==> config.mk <==
export PLATFORM = sky130hd
export DESIGN_NAME = tss_ctrl
export DESIGN_NICKNAME = d
export VERILOG_FILES = /design/src/rtl/core/tss_pkg.sv /design/src/rtl/core/tss_ctrl.sv
export SDC_FILE = /design/constraint.sdc
export NUM_CORES = 1
export LEC_CHECK = 0
export ABC_CLOCK_PERIOD_IN_PS = 2360
export BUFFER_PORTS_ARGS = -buffer_cell sky130_fd_sc_hd__buf_2
export CORE_ASPECT_RATIO = 0.9
export CORE_MARGIN = 3
export CORE_UTILIZATION = 40
export CTS_BUF_LIST = sky130_fd_sc_hd__clkbuf_4 sky130_fd_sc_hd__clkbuf_8 sky130_fd_sc_hd__clkbuf_16
export DETAILED_ROUTE_END_ITERATION = 8
export REMOVE_ABC_BUFFERS = 1
export SLEW_MARGIN = 20
export SYNTH_ARGS = -nofsm -noshare
export SYNTH_HDL_FRONTEND = slang
export SYNTH_SLANG_ARGS = --single-unit
==> constraint.sdc <==
create_clock -name clk -period 2.36 [get_ports clk]
set_clock_uncertainty 0.2 [all_clocks]
set_input_delay 0.354 -clock clk [delete_from_list [all_inputs] [get_ports clk]]
set_output_delay 0.354 -clock clk [all_outputs]
set_load 0.02 [all_outputs]
==> src/rtl/core/tss_pkg.sv <==
// Shared types, command codes and constants of the triangle seek steering block.
package tss_pkg;

  // Iteration index width (CORDIC step indexes 0 to 31)
  localparam int ITER_W = 5;
  // CORDIC angle width, 2^-16 degree units
  localparam int ZW = 28;
  // sin/cos width, Q24
  localparam int CSW = 26;

  localparam logic signed [ZW-1:0] ANG_FULL  = 28'sd23592960;
  localparam logic signed [ZW-1:0] ANG_HALF  = 28'sd11796480;
  localparam logic signed [ZW-1:0] ANG_QUART = 28'sd5898240;
  localparam logic signed [31:0]   INV_GAIN  = 32'sd652032874;
  localparam logic signed [20:0]   HEAD_MAX  = 21'sd46080;
  localparam logic signed [20:0]   HEAD_MIN  = -21'sd46080;
  localparam logic [9:0]           SPEED_RESET = 10'd300;

  // Configuration register indexes
  localparam logic [2:0] REG_V0_X    = 3'd0;
  localparam logic [2:0] REG_V0_Y    = 3'd1;
  localparam logic [2:0] REG_V1_X    = 3'd2;
  localparam logic [2:0] REG_V1_Y    = 3'd3;
  localparam logic [2:0] REG_TIP_X   = 3'd4;
  localparam logic [2:0] REG_TIP_Y   = 3'd5;
  localparam logic [2:0] REG_SPEED   = 3'd6;
  localparam logic [2:0] REG_HEADING = 3'd7;

  typedef enum logic [4:0] {
    ST_IDLE, ST_DIR, ST_CHK, ST_VEC, ST_HEAD, ST_ROT, ST_RRED, ST_RLOAD, ST_RCOR,
    ST_RFIN, ST_VM1, ST_VM2, ST_VSUM, ST_VLD, ST_VDIV, ST_VWR, ST_COMMIT, ST_MSET,
    ST_MRED, ST_MLOAD, ST_MCOR, ST_MFIN, ST_MX, ST_MY, ST_MADD, ST_OUT
  } tss_state_t;

  typedef enum logic [4:0] {
    OP_NONE, OP_ACCEPT, OP_DIR, OP_VLOAD, OP_CSTEP, OP_HEAD, OP_ROT, OP_RED,
    OP_CLOAD, OP_CFIN, OP_VMUL1, OP_VMUL2, OP_VSUM, OP_DLOAD, OP_DSTEP, OP_VWR,
    OP_COMMIT, OP_MSET, OP_MX, OP_MY, OP_MADD, OP_OUT
  } tss_op_t;

  typedef struct packed {
    tss_op_t           op;
    logic [ITER_W-1:0] iter;
    logic [2:0]        vidx;
  } tss_cmd_t;

  typedef struct packed {
    logic skip;
    logic rot_zero;
    logic red_done;
  } tss_status_t;

  // Arctangent table, 2^-16 degree units
  function automatic logic [21:0] atan_val(input logic [ITER_W-1:0] i);
    logic [21:0] v;
    case (i)
      5'd0:  v = 22'd2949120;
      5'd1:  v = 22'd1740967;
      5'd2:  v = 22'd919879;
      5'd3:  v = 22'd466945;
      5'd4:  v = 22'd234379;
      5'd5:  v = 22'd117304;
      5'd6:  v = 22'd58666;
      5'd7:  v = 22'd29335;
      5'd8:  v = 22'd14668;
      5'd9:  v = 22'd7334;
      5'd10: v = 22'd3667;
      5'd11: v = 22'd1833;
      5'd12: v = 22'd917;
      5'd13: v = 22'd458;
      5'd14: v = 22'd229;
      5'd15: v = 22'd115;
      5'd16: v = 22'd57;
      5'd17: v = 22'd29;
      5'd18: v = 22'd14;
      5'd19: v = 22'd7;
      5'd20: v = 22'd4;
      5'd21: v = 22'd2;
      5'd22: v = 22'd1;
      default: v = 22'd0;
    endcase
    return v;
  endfunction

endpackage

==> src/rtl/core/tss_ctrl.sv <==
// Sequencer of the steering step: state machine, step counters and output valid.
module tss_ctrl import tss_pkg::*; #(
  parameter int COORD_WIDTH  = 16,
  parameter int CORDIC_STEPS = 16
) (
  input  logic        clk,
  input  logic        rst_n,
  input  logic        in_tvalid,
  output logic        in_tready,
  input  logic        in_restart,
  output logic        out_tvalid,
  input  logic        out_tready,
  input  tss_status_t status,
  output tss_cmd_t    cmd
);

  localparam int UW   = COORD_WIDTH + 5;
  localparam int NDIG = (UW + 3) / 4;
  localparam int DCW  = $clog2(NDIG);
  localparam logic [ITER_W-1:0] LAST_STEP = ITER_W'(CORDIC_STEPS - 1);
  localparam logic [DCW-1:0]    LAST_DIG  = DCW'(NDIG - 1);

  tss_state_t        state_r, state_nxt;
  logic [ITER_W-1:0] cnt_r, cnt_nxt;
  logic [DCW-1:0]    dcnt_r, dcnt_nxt;
  logic [2:0]        vidx_r, vidx_nxt;
  logic              out_valid_r, out_valid_nxt;
  tss_op_t           op;

  // State and counters
  always_ff @(posedge clk) begin
    if (!rst_n) begin
      state_r     <= ST_IDLE;
      cnt_r       <= '0;
      dcnt_r      <= '0;
      vidx_r      <= '0;
      out_valid_r <= 1'b0;
    end else begin
      state_r     <= state_nxt;
      cnt_r       <= cnt_nxt;
      dcnt_r      <= dcnt_nxt;
      vidx_r      <= vidx_nxt;
      out_valid_r <= out_valid_nxt;
    end
  end

  // Next state and commands
  always_comb begin
    state_nxt = state_r;
    cnt_nxt   = cnt_r;
    dcnt_nxt  = dcnt_r;
    vidx_nxt  = vidx_r;
    op        = OP_NONE;
    in_tready = 1'b0;
    case (state_r)
      ST_IDLE: begin
        // No word is taken while reset is held
        in_tready = rst_n;
        if (in_tvalid && rst_n) begin
          op        = OP_ACCEPT;
          state_nxt = in_restart ? ST_OUT : ST_DIR;
        end
      end
      ST_DIR: begin
        op        = OP_DIR;
        state_nxt = ST_CHK;
      end
      ST_CHK: begin
        if (status.skip) begin
          state_nxt = ST_OUT;
        end else begin
          op        = OP_VLOAD;
          cnt_nxt   = '0;
          state_nxt = ST_VEC;
        end
      end
      ST_VEC: begin
        op = OP_CSTEP;
        if (cnt_r == LAST_STEP) state_nxt = ST_HEAD;
        else cnt_nxt = cnt_r + 1'b1;
      end
      ST_HEAD: begin
        op        = OP_HEAD;
        state_nxt = ST_ROT;
      end
      ST_ROT: begin
        op        = OP_ROT;
        state_nxt = status.rot_zero ? ST_MSET : ST_RRED;
      end
      ST_RRED: begin
        if (status.red_done) state_nxt = ST_RLOAD;
        else op = OP_RED;
      end
      ST_RLOAD: begin
        op        = OP_CLOAD;
        cnt_nxt   = '0;
        state_nxt = ST_RCOR;
      end
      ST_RCOR: begin
        op = OP_CSTEP;
        if (cnt_r == LAST_STEP) state_nxt = ST_RFIN;
        else cnt_nxt = cnt_r + 1'b1;
      end
      ST_RFIN: begin
        op        = OP_CFIN;
        vidx_nxt  = '0;
        state_nxt = ST_VM1;
      end
      ST_VM1: begin
        op        = OP_VMUL1;
        state_nxt = ST_VM2;
      end
      ST_VM2: begin
        op        = OP_VMUL2;
        state_nxt = ST_VSUM;
      end
      ST_VSUM: begin
        op        = OP_VSUM;
        state_nxt = ST_VLD;
      end
      ST_VLD: begin
        op        = OP_DLOAD;
        dcnt_nxt  = '0;
        state_nxt = ST_VDIV;
      end
      ST_VDIV: begin
        op = OP_DSTEP;
        if (dcnt_r == LAST_DIG) state_nxt = ST_VWR;
        else dcnt_nxt = dcnt_r + 1'b1;
      end
      ST_VWR: begin
        op = OP_VWR;
        if (vidx_r == 3'd5) begin
          state_nxt = ST_COMMIT;
        end else begin
          vidx_nxt  = vidx_r + 1'b1;
          state_nxt = ST_VM1;
        end
      end
      ST_COMMIT: begin
        op        = OP_COMMIT;
        state_nxt = ST_MSET;
      end
      ST_MSET: begin
        op        = OP_MSET;
        state_nxt = ST_MRED;
      end
      ST_MRED: begin
        if (status.red_done) state_nxt = ST_MLOAD;
        else op = OP_RED;
      end
      ST_MLOAD: begin
        op        = OP_CLOAD;
        cnt_nxt   = '0;
        state_nxt = ST_MCOR;
      end
      ST_MCOR: begin
        op = OP_CSTEP;
        if (cnt_r == LAST_STEP) state_nxt = ST_MFIN;
        else cnt_nxt = cnt_r + 1'b1;
      end
      ST_MFIN: begin
        op        = OP_CFIN;
        state_nxt = ST_MX;
      end
      ST_MX: begin
        op        = OP_MX;
        state_nxt = ST_MY;
      end
      ST_MY: begin
        op        = OP_MY;
        state_nxt = ST_MADD;
      end
      ST_MADD: begin
        op        = OP_MADD;
        state_nxt = ST_OUT;
      end
      ST_OUT: begin
        if (!out_valid_r || out_tready) begin
          op        = OP_OUT;
          state_nxt = ST_IDLE;
        end
      end
      default: state_nxt = ST_IDLE;
    endcase
  end

  // Output word valid: set on load, cleared when taken
  always_comb begin
    out_valid_nxt = out_valid_r;
    if (op == OP_OUT) out_valid_nxt = 1'b1;
    else if (out_tready) out_valid_nxt = 1'b0;
  end

  assign out_tvalid = out_valid_r;
  assign cmd.op     = op;
  assign cmd.iter   = cnt_r;
  assign cmd.vidx   = vidx_r;

endmodule

==> results by group <==
Logic synthesis
  • Top cells by area, synth: dfxtp_1, a21oi_1, ha_1
  • Synthesized area: between 0.001 and 0.0015 sq mm
  • Post-synthesis sequential area ratio: 0.232
  • Mapped Cells: 204
  • Distinct cells, synth: 50
  • Synth top cells by count: a21oi_1, nand2_1, dfxtp_1, nor2_1, o21ai_0
  • Area share of the largest cell type after synthesis: 0.232
  • Syn. warnings: 0
  • Syn_area_per_cell: between 7 and 8 sq um
  • Most used DFF post-synth: dfxtp_1
  • Post-synth EDFFs: 0
  • #FFs+latches synth: 17
  • Cell taking the most area after synthesis: dfxtp_1
  • Fraction of registers with async set or reset after synthesis: 0

Cells and area
  • Nets: 246
  • ANT cells: 0
  • Layout fillers: about 360
  • Design area: 0.00176 sq mm
  • P&R area growth vs syn: 20.2%
  • Fraction of final layout cells sized beyond drive strength 1: 0.238

CTS
  • Clock Tree Root: clkbuf_8
  • CTS clock-pin slew for the worst setup and hold paths: about 0.07 ns
  • Clk sink count: 17
  • TritonCTS clock tree: done
  • CTS Buffer Depth: 2
  • Clk Latency, worst-skew pair: 0.25 ns
  • H-tree depth: 1
  • Clock buffers created by TritonCTS: 3

Detailed routing
  • Vias/cell: 5.93
  • First-pass DRT Iterations: 5
  • WL/cell: 15.3 um
  • Drt initial violations: 156
  • Drt drc: 0
  • Routed wire length: between 4000 and 5000 um
  • Antenna-violating nets left: 0
  • Vias: ~1600

Min path
  • Worst Hold Class: primary input to flop
  • HP Start: rst_n
  • Hold Path Stages: 3
  • Hold worst-path end: dcnt_r[0]

Critical path
  • CP max FO: 14
  • CP peak stage delay: 0.39 ns
  • Crit path cell chain: or2_2 > o31ai_1 > a22oi_1 > o22a_1 > o221ai_1 > buf_4
  • FF-to-FF setup slack: ~0.21 ns
  • Crit path DAT: between 1.5 and 2 ns
  • Element type at the critical path end: primary output
  • Setup CP Type: flop to primary output
  • Worst reg-to-reg path cell count: 6
  • Slowest stage cell, crit path: dfxtp_4
  • Startpoint Class: flop
  • Crit path buf inv count: 1
  • R2r startpoint: state_r[0]
  • Crit path max-delay family: compound AO/OA/AOI/OAI gates
  • RR Endpoint: state_r[3]
  • Worst Path Required: roughly 1.8 ns

Global route
  • GRT Overall Usage: 0.191
  • Total global routing overflow: 0
  • Met1 Use GR: 0.256
  • Met3 GRT Util: 0.0431
  • Largest net degree at the start of global routing: 17
  • Initial antenna violation count: 0
  • First-pass GRT wire length: ~7000 um
  • Gr busiest metal: met2
  • Vias in the first global route: between 1000 and 1500
  • Grt met2 use: 0.307

Place
  • GPL Wtd Cong: 0.949
  • Placed cell area: 0.00170 sq mm
  • Port bufs: 22
  • Post-DP HPWL: 3240 um

STA
  • Hold slack: 0.202 ns
  • Final Max Slew Viols: 0
  • Final setup viols: 0
  • Crit share post-route: 0.980
  • Worst slew pin tran: a little over 0.4 ns
  • Max Fclk: 432 MHz
  • Fin. Hold Viols: 0
  • Tmin final: 2.31 ns
  • Unrepaired setup endpoints after global routing: yes
  • Rel. slew slack: 0.724

Floorplanning
  • # rows: 20
  • Die Wd: 69.8 um
  • IO Pins: 23
  • Core area: 0.00345 sq mm
  • Die boundary height: 63.4 um
  • Die Footprint: 0.00443 sq mm
  • Initial Util: 0.424

Status
  • Outcome: completed

Power
  • Sw Ratio: 0.470
  • Static Leakage: approximately 0.73 nW
  • Clk network pwr share: 0.113
  • Peak supply drop: about 0.46 mV
  • Power density over cell area: between 1000 and 1500 mW/mm^2
  • Int Power: roughly 1.0 mW
  • P_sw: a little under 900 uW
  • Sequential power share: 0.245
  • Logic pwr share: 0.641

Flow run
  • Max-cap violations: 0
## what timing repair did
item	CTS	global route
hold buffers	0	0
setup buffers	0	0
pin swaps	0	0
gates resized for setup	4	4
endpoints found under the setup margin	3	3
## layout make-up
cell class	instances	area (sq um)	area share
clock buffer	3	41.3	0.0234
timing repair buffer	41	268	0.152
tap	44	55.1	0.0312
inverter	9	33.8	0.0192
clock inverter	1	5.00	0.00284
sequential	17	349	0.198
multi-input combinational	160	1010	0.573
## sequential cells by signal, summed over array words and instances (netlist names)
name	count
cnt_r	5
out_tvalid	1
dcnt_r	3
vidx_r	3
state_r	5
## metal layers
layer | share of wire | up-vias
li1 | - | 801
met1 | 0.46 | 752
met2 | 0.47 | 70
met3 | 0.055 | 8
met4 | 0.016 | 0
met5 | 0 | -
## cells in the final DEF (no fill, tap or decap), types with 2 or more instances in the layout
master,n
clkbuf_8,3
a31oi_1,2
a22oi_1,5
a2bb2oi_1,2
inv_1,9
nand2_1,18
or3_1,5
nand2b_1,2
buf_2,21
dfxtp_1,12
nand4_1,4
a32oi_1,2
nor2b_1,8
o221ai_1,3
a21oi_1,18
a22o_1,2
a211oi_1,3
ha_1,6
o21ai_0,13
and3_1,2
or2_2,2
nor3_1,5
nand3_1,8
mux2i_1,4
xnor2_1,2
a311oi_1,4
dfxtp_2,4
and3b_1,2
buf_4,19
nor2_1,17
## power groups by stage
stage / sequential, mW / combinational, mW / clock (mW)
final: 0.465 / 1.22 / 0.215
after global placement: 0.453 / 1.18 / 0
after floorplan: 0.506 / 0.705 / 0
after CTS: 0.455 / 1.20 / 0.221
after global routing: 0.479 / 1.33 / 0.240
after detailed placement: 0.457 / 1.19 / 0
## per-stage QoR
step	total power, mW	TNS, ns	util	cells	setup WS (ns)
floorplan	1.21	-0.0575	-	186	-0.0575
global placement	1.63	0	0.493	271	0.154
detailed placement	1.64	0	0.493	271	0.107
CTS	1.87	0	0.508	275	0.0106
global route	2.05	-0.0928	0.510	275	-0.0473
finish	1.90	0	0.510	275	0.0474
## cells by family (layout without fill, tap and decap cells)
family / count (synthesis) / after routing / share of synthesized area
simple gates: 82 / 82 / 0.295
compound gates: 64 / 64 / 0.290
buf+inv: 27 / 54 / 0.0803
flops: 17 / 17 / 0.232
fa+ha+maj: 7 / 7 / 0.0581
mux: 4 / 4 / 0.0273
xor+xnor: 3 / 3 / 0.0179
## worst reg2reg max path: cells and delay by family, from the launching register on
| family | cells | cell delay (ns) |
|---|---|---|
| and+or+nand+nor | 3 | 1.01 |
| buffers and inverters | 1 | 0.18 |
| AOI/OAI and AO/OA | 2 | 0.24 |
| DFF | 1 | 0.39 |
## worst max-delay path by stage
stage	startpoint	to	slack, ns	depth (start not counted)
3_3_place_gp	state_r[0]	state_r[3]	0.15	6
5_1_grt	state_r[1]	cmd[9]	-0.05	6
3_5_place_dp	state_r[0]	state_r[0]	0.11	5
6_report	state_r[0]	cmd[8]	0.05	6
2_1_floorplan	state_r[2]	cmd[8]	-0.06	4
4_1_cts	state_r[3]	cmd[8]	0.01	6
Power figures use the tool's default switching activity.
